File: config.mk
export PLATFORM = sky130hd
export DESIGN_NAME = sorted_priority_queue_unit
export DESIGN_NICKNAME = d
export VERILOG_FILES = /design/src/rtl/spq_pkg.sv /design/src/rtl/spq_ram.sv /design/src/rtl/sorted_priority_queue_unit.sv
export SDC_FILE = /design/constraint.sdc
export NUM_CORES = 2
export LEC_CHECK = 0
export BUFFER_PORTS_ARGS = -buffer_cell sky130_fd_sc_hd__buf_4
export CAP_MARGIN = 20
export CORE_ASPECT_RATIO = 1.2
export CORE_MARGIN = 5
export CORE_UTILIZATION = 57
export DETAILED_ROUTE_END_ITERATION = 10
export GPL_TIMING_DRIVEN = 0
export PLACE_DENSITY = 0.86
export SYNTH_ARGS = -nofsm -noshare
export SYNTH_HDL_FRONTEND = slang
export SYNTH_SLANG_ARGS = --single-unit
File: constraint.sdc
create_clock -name clk -period 9.6 [get_ports clk]
set_clock_uncertainty 0.05 [all_clocks]
set_input_delay 0.96 -clock clk [delete_from_list [all_inputs] [get_ports clk]]
set_output_delay 0.96 -clock clk [all_outputs]
set_load 0.02 [all_outputs]
File: src/rtl/spq_pkg.sv
// ----------------------------------------------------------------------------
// spq_pkg
// Shared constants, operation codes and the result record of the sorted
// priority queue.
// ----------------------------------------------------------------------------
package spq_pkg;

  // Default sizing
  localparam int DEPTH_DEF    = 16;
  localparam int TAG_BITS_DEF = 16;

  // Priority levels: one ring per level
  localparam int PRIO_BITS = 2;
  localparam int NUM_PRIO  = 2 ** PRIO_BITS;

  // Fixed port widths
  localparam int TAG_PORT_BITS   = 16;
  localparam int COUNT_PORT_BITS = 5;

  // Operation codes
  localparam logic FUNC_PUSH = 1'b0;
  localparam logic FUNC_POP  = 1'b1;

  // One result record
  typedef struct packed {
    logic                       popped_valid;
    logic [PRIO_BITS-1:0]       popped_priority;
    logic [TAG_PORT_BITS-1:0]   popped_tag;
    logic [PRIO_BITS-1:0]       front_priority;
    logic [TAG_PORT_BITS-1:0]   front_tag;
    logic [COUNT_PORT_BITS-1:0] entry_count;
    logic                       is_empty;
    logic                       overflow;
  } result_t;

endpackage

File: src/rtl/spq_ram.sv
// ----------------------------------------------------------------------------
// spq_ram
// Generic single-clock RAM, one write port and one read port, registered read.
// ----------------------------------------------------------------------------
module spq_ram #(
  parameter int WIDTH = 16,
  parameter int DEPTH = 64
) (
  input  logic                     clk,
  input  logic                     we,
  input  logic [$clog2(DEPTH)-1:0] waddr,
  input  logic [WIDTH-1:0]         wdata,
  input  logic                     re,
  input  logic [$clog2(DEPTH)-1:0] raddr,
  output logic [WIDTH-1:0]         rdata
);

  logic [WIDTH-1:0] mem [DEPTH];

  // Write port
  always_ff @(posedge clk) begin
    if (we) begin
      mem[waddr] <= wdata;
    end
  end

  // Registered read port
  always_ff @(posedge clk) begin
    if (re) begin
      rdata <= mem[raddr];
    end
  end

endmodule

File: src/rtl/sorted_priority_queue_unit.sv
// ----------------------------------------------------------------------------
// sorted_priority_queue_unit
// Bounded stable priority queue. Entries live in one RAM split into one ring
// per priority level; equal priorities leave in arrival order.
// ----------------------------------------------------------------------------
//
//  channel | direction | handshake          | payload
//  --------+-----------+--------------------+----------------------------------
//  in      | input     | in_valid/in_ready  | func, entry_priority, entry_tag
//  out     | output    | out_valid/out_ready| popped_*, front_*, entry_count,
//          |           |                    | is_empty, overflow
//
//  Push, pop of an empty queue and a pop that empties it finish when accepted.
//  Other pops pass through S_READ, the RAM read of the next front entry, and block input meanwhile.
//  Reset clears the ring pointers and counts; no clearing pass over the RAM.
//  The output register holds one result while the next item is accepted; a
//  second finished result waits in a hold register and stops input transfers.
// ----------------------------------------------------------------------------
module sorted_priority_queue_unit
  import spq_pkg::*;
#(
  parameter int DEPTH    = DEPTH_DEF,
  parameter int TAG_BITS = TAG_BITS_DEF
) (
  input  logic                       clk,
  input  logic                       rst,
  // input channel
  input  logic                       in_valid,
  output logic                       in_ready,
  input  logic                       func,
  input  logic [PRIO_BITS-1:0]       entry_priority,
  input  logic [TAG_PORT_BITS-1:0]   entry_tag,
  // output channel
  output logic                       out_valid,
  input  logic                       out_ready,
  output logic                       popped_valid,
  output logic [PRIO_BITS-1:0]       popped_priority,
  output logic [TAG_PORT_BITS-1:0]   popped_tag,
  output logic [PRIO_BITS-1:0]       front_priority,
  output logic [TAG_PORT_BITS-1:0]   front_tag,
  output logic [COUNT_PORT_BITS-1:0] entry_count,
  output logic                       is_empty,
  output logic                       overflow
);

  localparam int PW        = $clog2(DEPTH);
  localparam int CW        = $clog2(DEPTH + 1);
  localparam int AW        = PRIO_BITS + PW;
  localparam int RAM_DEPTH = NUM_PRIO * (2 ** PW);
  localparam int SUM_W     = CW + PRIO_BITS;

  localparam logic [1:0] S_IDLE = 2'd0;
  localparam logic [1:0] S_READ = 2'd1;
  localparam logic [1:0] S_HOLD = 2'd2;

  // Width helpers
  function automatic logic [TAG_PORT_BITS-1:0] tag_to_port(input logic [TAG_BITS-1:0] t);
    logic [TAG_BITS+TAG_PORT_BITS-1:0] pad;
    pad = {{TAG_PORT_BITS{1'b0}}, t};
    return pad[TAG_PORT_BITS-1:0];
  endfunction

  function automatic logic [COUNT_PORT_BITS-1:0] cnt_to_port(input logic [CW-1:0] c);
    logic [CW+COUNT_PORT_BITS-1:0] pad;
    pad = {{COUNT_PORT_BITS{1'b0}}, c};
    return pad[COUNT_PORT_BITS-1:0];
  endfunction

  function automatic logic [PW-1:0] ptr_inc(input logic [PW-1:0] p);
    return (p == PW'(DEPTH - 1)) ? '0 : p + 1'b1;
  endfunction

  // Queue state
  logic [1:0]           state;
  logic [PW-1:0]        head   [NUM_PRIO];
  logic [PW-1:0]        tail   [NUM_PRIO];
  logic [CW-1:0]        pcount [NUM_PRIO];
  logic [CW-1:0]        total;
  logic [PRIO_BITS-1:0] front_prio;
  logic [TAG_BITS-1:0]  front_tg;
  logic [PRIO_BITS-1:0] rd_prio;

  // Result staging
  result_t out_res;
  result_t hold_res;
  result_t res_now;
  result_t res_read;

  // Handshake and decode
  logic                         in_fire;
  logic                         out_free;
  logic                         out_load;
  logic                         is_push;
  logic                         full;
  logic                         empty_q;
  logic                         push_front_new;
  logic                         needs_read;
  logic [TAG_BITS+TAG_PORT_BITS-1:0] in_tag_pad;
  logic [TAG_BITS-1:0]          in_tag;
  logic [CW-1:0]                cnt_after [NUM_PRIO];
  logic [PRIO_BITS-1:0]         q;
  logic [PW-1:0]                rd_ptr;
  logic                         ram_we;
  logic [AW-1:0]                ram_waddr;
  logic                         ram_re;
  logic [AW-1:0]                ram_raddr;
  logic [TAG_BITS-1:0]          ram_rdata;

  assign in_ready   = (state == S_IDLE);
  assign in_fire    = in_valid && in_ready;
  assign out_free   = !out_valid || out_ready;
  assign is_push    = (func == FUNC_PUSH);
  assign full       = (total == CW'(DEPTH));
  assign empty_q    = (total == '0);
  assign in_tag_pad = {{TAG_BITS{1'b0}}, entry_tag};
  assign in_tag     = in_tag_pad[TAG_BITS-1:0];
  assign push_front_new = empty_q || (entry_priority > front_prio);
  assign needs_read = !is_push && (total > CW'(1));

  // A finished result enters the output register this cycle
  assign out_load = out_free &&
                    ((in_fire && !needs_read) || (state == S_READ) || (state == S_HOLD));

  // Next front after a pop: highest level still holding entries
  always_comb begin
    for (int p = 0; p < NUM_PRIO; p++) begin
      cnt_after[p] = pcount[p] - CW'(PRIO_BITS'(p) == front_prio);
    end
    q = '0;
    for (int p = 0; p < NUM_PRIO; p++) begin
      if (cnt_after[p] != '0) begin
        q = PRIO_BITS'(p);
      end
    end
    rd_ptr = (q == front_prio) ? ptr_inc(head[front_prio]) : head[q];
  end

  // Result of the accepted item (front left open when a read follows)
  always_comb begin
    res_now = '0;
    if (is_push) begin
      res_now.overflow = full;
      if (full) begin
        res_now.front_priority = front_prio;
        res_now.front_tag      = tag_to_port(front_tg);
        res_now.entry_count    = cnt_to_port(total);
        res_now.is_empty       = empty_q;
      end else begin
        res_now.front_priority = push_front_new ? entry_priority : front_prio;
        res_now.front_tag      = push_front_new ? tag_to_port(in_tag) : tag_to_port(front_tg);
        res_now.entry_count    = cnt_to_port(total + 1'b1);
        res_now.is_empty       = 1'b0;
      end
    end else begin
      res_now.popped_valid    = !empty_q;
      res_now.popped_priority = front_prio;
      res_now.popped_tag      = tag_to_port(front_tg);
      res_now.entry_count     = empty_q ? '0 : cnt_to_port(total - 1'b1);
      res_now.is_empty        = !needs_read;
    end
  end

  // Pop result completed with the front read from RAM
  always_comb begin
    res_read                = hold_res;
    res_read.front_priority = rd_prio;
    res_read.front_tag      = tag_to_port(ram_rdata);
  end

  // RAM access
  assign ram_we    = in_fire && is_push && !full;
  assign ram_waddr = {entry_priority, tail[entry_priority]};
  assign ram_re    = in_fire && needs_read;
  assign ram_raddr = {q, rd_ptr};

  spq_ram #(
    .WIDTH (TAG_BITS),
    .DEPTH (RAM_DEPTH)
  ) u_ram (
    .clk   (clk),
    .we    (ram_we),
    .waddr (ram_waddr),
    .wdata (in_tag),
    .re    (ram_re),
    .raddr (ram_raddr),
    .rdata (ram_rdata)
  );

  // Control and queue state
  always_ff @(posedge clk) begin
    if (rst) begin
      state      <= S_IDLE;
      out_valid  <= 1'b0;
      total      <= '0;
      front_prio <= '0;
      front_tg   <= '0;
      for (int p = 0; p < NUM_PRIO; p++) begin
        head[p]   <= '0;
        tail[p]   <= '0;
        pcount[p] <= '0;
      end
    end else begin
      if (out_valid && out_ready && !out_load) begin
        out_valid <= 1'b0;
      end
      unique case (state)
        S_IDLE: begin
          if (in_fire) begin
            // push into the tail of its level
            if (is_push && !full) begin
              tail[entry_priority]   <= ptr_inc(tail[entry_priority]);
              pcount[entry_priority] <= pcount[entry_priority] + 1'b1;
              total                  <= total + 1'b1;
              if (push_front_new) begin
                front_prio <= entry_priority;
                front_tg   <= in_tag;
              end
            end
            // pop from the head of the front level
            if (!is_push && !empty_q) begin
              head[front_prio]   <= ptr_inc(head[front_prio]);
              pcount[front_prio] <= pcount[front_prio] - 1'b1;
              total              <= total - 1'b1;
              if (!needs_read) begin
                front_prio <= '0;
                front_tg   <= '0;
              end
              rd_prio <= q;
            end
            if (needs_read) begin
              hold_res <= res_now;
              state    <= S_READ;
            end else if (out_free) begin
              out_res   <= res_now;
              out_valid <= 1'b1;
            end else begin
              hold_res <= res_now;
              state    <= S_HOLD;
            end
          end
        end
        S_READ: begin
          front_prio <= rd_prio;
          front_tg   <= ram_rdata;
          if (out_free) begin
            out_res   <= res_read;
            out_valid <= 1'b1;
            state     <= S_IDLE;
          end else begin
            hold_res <= res_read;
            state    <= S_HOLD;
          end
        end
        S_HOLD: begin
          if (out_free) begin
            out_res   <= hold_res;
            out_valid <= 1'b1;
            state     <= S_IDLE;
          end
        end
        default: begin
          state <= S_IDLE;
        end
      endcase
    end
  end

  // Output payload
  assign popped_valid    = out_res.popped_valid;
  assign popped_priority = out_res.popped_priority;
  assign popped_tag      = out_res.popped_tag;
  assign front_priority  = out_res.front_priority;
  assign front_tag       = out_res.front_tag;
  assign entry_count     = out_res.entry_count;
  assign is_empty        = out_res.is_empty;
  assign overflow        = out_res.overflow;

  // Sum of the per-level counts, for checking
  logic [SUM_W-1:0] pcount_sum;
  always_comb begin
    pcount_sum = '0;
    for (int p = 0; p < NUM_PRIO; p++) begin
      pcount_sum = pcount_sum + SUM_W'(pcount[p]);
    end
  end

  // Assertions
  a_count_sum: assert property (@(posedge clk) disable iff (rst)
    pcount_sum == SUM_W'(total))
    else $error("level counts do not add up to total");

  a_count_bound: assert property (@(posedge clk) disable iff (rst)
    total <= CW'(DEPTH))
    else $error("entry count above depth");

  a_empty_front: assert property (@(posedge clk) disable iff (rst)
    (total == '0) |-> (front_prio == '0 && front_tg == '0))
    else $error("front entry not cleared on empty queue");

  a_read_once: assert property (@(posedge clk) disable iff (rst)
    (state == S_READ) |=> (state != S_READ))
    else $error("front read lasted more than one cycle");

  a_read_follows: assert property (@(posedge clk) disable iff (rst)
    ram_re |=> (state == S_READ))
    else $error("RAM read issued without read state");

endmodule
==> flow_summary.yaml <==
status:
  status: "complete, no violations"
cts:
  h-tree-depth: 3
  root_buffer: "clkbuf_16"
  hold_buffers: 0
  clock_path_buffers: 3
  post_cts_resized: 0
  cts_tree: "yes"
  clkSlewWorstSetupHoldPaths_ns: 0.07
  numCtsBuffers: 111
  worstSkewPairLatency_ns: 0.71
  cts.sinks: 1210
  post_cts_buffers: 0
grt:
  grt_pass1_wl_mm: 224.6
  gr-usage-all-layers_pct: 33.33
  antenna_found_initial: 9
  overflow: 0
  grt_pass1_vias: 32490
  grt_max_degree: 68
placed_design:
  place_congestion: 1.046
  io_buffers: 66
  dpl_cell_area_um2: 52760
  placedCellCount: 4620
  pre_cts_ws_ns: 1.960
  dp_hpwl_mm: 102.9
cells_and_area:
  fin_area_um2: 56420
  area_growth_pct: 13.20
  layout-drive-gt1-share_pct: 15.25
  multi_input_area_um2: 12680
  seqCellArea_um2: 36050
  nFillCells: 5692
  final_cells: 4842
  num-nets-final: 3635
floorplanning:
  die_w_um: 279.9
  io_pins: 69
  fp.dieArea_um2: 93480
  start_util_pct: 57.61
  num_rows: 118
  core_um2: 86520
  die_height_um: 333.9
min_path:
  min_delay_path_depth: 2
  min_path_type: "register to register"
routing:
  via_count: 33570
  drc: 0
  wire_per_inst_um: 32.77
  wl_mm: 158.7
  drt_iter0_markers: 6480
  drt-pass1-iter-count: 8
  routed_via_density: 6.933
  ant_nets: 0
setup_path:
  cp_num_buf_inv: 7
  crit_fanout: 10
  crit_path_end_kind: "register"
  r2r_slack_ns: 1.18
  max_stage_delay_ns: 0.89
  startpoint_type: "register"
  arrival_ns: 8.73
  cpMaxStageDelayCell: "clkbuf_1"
  crit_type: "register to register"
  cp.required_ns: 9.90
  worstPathCellList: "clkbuf_1 -> inv_1 -> nand2_1 -> inv_1 -> ha_1 -> or4b_4 -> or2_1 -> buf_2 -> mux2i_1 -> a221o_1 -> o21ai_2 -> clkbuf_1 -> clkbuf_1 -> clkbuf_1 -> mux2_2 -> a222oi_1 -> nand3_1"
  crit_path_frequent_cell: "clkbuf_1"
  crit_cells: 17
  r2r_cells: 17
  path_delay_family: "buffers and inverters"
logic_synthesis:
  ys_seq_area_share_pct: 72.34
  yosysWarnings: 0
  ys_types: 75
  synth-edff-count: 1182
  synth_area_per_cell_um2: 14.85
  yosysTopAreaCell: "edfxtp_1"
  synth-seq-cells: 1210
  synth_top_area_share_pct: 71.21
  synth-main-ff-cell: "edfxtp_1"
  syn_nets: 3396
  syn_inst: 3356
  syn_area_um2: 49840
  synthTopCellsByArea: "edfxtp_1 71%, mux2i_1 5.1%, nand2_1 3.9%"
  synthArstFlopShare_pct: 0
power_and_ir_drop:
  intPower_mw: 9.496
  power.static_leakage_nw: 19.26
  power_frac_clock_pct: 31.4
  comb_power_share_pct: 25.4
  peakVddDrop_mv: 0.2006
  sw_frac_of_total_pct: 32.64
  p_per_area_nw_per_um2: 249.8
  p_switching_mw: 4.601
  power_frac_seq_pct: 43.2
timing:
  fmax_mhz: 118.7
  period_share_pct: 87.74
  setup_ws_ns: 1.177
  slew_headroom_pct: 14.08
  worstMarginPinSlew_ns: 1.289
  setup_viol: 0
  holdWs_ns: 0.4859
  fin_crit_ns: 8.423
  slew_violations: 0
  hold_viol_final: 0
  rsz0062_at_grt: "false"
job:
  cap_violations: 0
metal layers:
layer / global-route usage [%] / routed length [um] / vias up
li1: - / - / 13340
met1: 39.37 / 48730 / 16060
met2: 50.84 / 70840 / 3326
met3: 12.88 / 24620 / 841
met4: 22.71 / 14450 / 4
met5: 0 / 38 / -
logic make-up (layout without fill, tap and decap cells):
logic type      Yosys count  after routing  share of synthesized area, %
buf+inv                 273            609                         2.563
other cells               0             10                             0
simple gates           1092           1092                         9.692
compound gates          401            401                         5.741
fa+ha+maj                17             17                        0.4268
flops                  1210           1210                         72.34
mux                     349            349                         8.992
xor+xnor                 14             14                        0.2460
path summary, 6_finish.rpt:
check	startpoint	to
hold / removal	hold_res[2]$_DFFE_PP_	entry_count[0]$_DFFE_PP_
hold reg to reg	hold_res[2]$_DFFE_PP_	entry_count[0]$_DFFE_PP_
setup reg to reg	front_prio[1]$_SDFFE_PP0P_	u_ram.rdata[13]$_DFFE_PP_
setup / recovery	front_prio[1]$_SDFFE_PP0P_	u_ram.rdata[13]$_DFFE_PP_
Yosys cell counts (8+ instances only):
master     count
edfxtp_1    1182
nand2_1      515
mux2i_1      252
nand3_1      239
nor2_1       176
clkbuf_1     108
a21oi_1       84
mux4_2        76
inv_1         63
buf_2         60
a22oi_1       43
o21ai_0       34
o211ai_1      30
a32oi_1       29
a221oi_1      28
dfxtp_1       28
nand4_1       27
o2111ai_1     27
o22ai_1       25
and2_1        23
nand2b_1      22
a22o_1        19
mux2_2        19
nor3_1        18
ha_1          17
a31oi_1       14
buf_4         14
and3_1        13
buf_6         13
buf_1         12
or4_1         12
nor2b_1       11
or3_1         11
o221ai_1       9
o31ai_1        9
a21boi_0       8
xor2_1         8
power groups by stage:
stage                     clock [mW]  sequential, mW  combinational [mW]
after global placement             0            6.21                3.22
after global routing            4.61            6.11                3.62
after CTS                       4.39            6.10                3.36
after floorplan                    0            6.28                1.85
after detailed placement           0            6.21                3.33
final                           4.42            6.10                3.58
worst min-delay path, stage by stage (launching register included):
cell and delay [ns]:
edfxtp_1 0.32, nand2_1 0.05, o21ai_0 0.06
flip-flops by register name, summed over array words and instances (netlist names), 5 cells and up, named ones only:
signal	cells
u_ram.mem	1024
hold_res	44
pcount	20
front_tag	16
front_tg	16
head	16
popped_tag	16
tail	16
u_ram.rdata	16
entry_count	5
total	5
through the flow:
step	power (mW)	utilization [%]	setup TNS, ns
after floorplan	8.133	-	0
after global placement	9.432	59.83	-53.94
after detailed placement	9.539	60.99	0
after CTS	13.85	65.16	0
after global routing	14.35	65.19	0
final	14.10	65.21	0
layout by cell type, fill, tap and decap left out, types with 19 or more instances in the layout:
| master | Yosys | routed |
|---|---|---|
| a21oi_1 | 84 | 84 |
| a221oi_1 | 28 | 28 |
| a22o_1 | 19 | 19 |
| a22oi_1 | 43 | 43 |
| a32oi_1 | 29 | 29 |
| and2_1 | 23 | 23 |
| buf_2 | 60 | 63 |
| buf_4 | 14 | 86 |
| buf_8 | 1 | 42 |
| clkbuf_1 | 108 | 126 |
| clkbuf_16 | 0 | 113 |
| clkinv_1 | 1 | 24 |
| clkinv_2 | 0 | 24 |
| dfxtp_1 | 28 | 28 |
| edfxtp_1 | 1182 | 1182 |
| inv_1 | 63 | 63 |
| mux2_2 | 19 | 19 |
| mux2i_1 | 252 | 252 |
| mux4_2 | 76 | 76 |
| nand2_1 | 515 | 515 |
| nand2b_1 | 22 | 22 |
| nand3_1 | 239 | 239 |
| nand4_1 | 27 | 27 |
| nor2_1 | 176 | 115 |
| nor2_2 | 5 | 66 |
| o2111ai_1 | 27 | 27 |
| o211ai_1 | 30 | 30 |
| o21ai_0 | 34 | 34 |
| o22ai_1 | 25 | 25 |
final cells by class:
cell class | count | share of cell area [%]
antenna | 10 | 0.04435
buffer | 209 | 1.838
clock buffer | 133 | 5.180
clock inverter | 77 | 1.224
inverter | 64 | 0.4258
multi-input combinational | 1873 | 22.47
sequential | 1210 | 63.90
tap | 1140 | 2.528
timing repair buffer | 126 | 2.384
(Power assumes the default switching activity.)
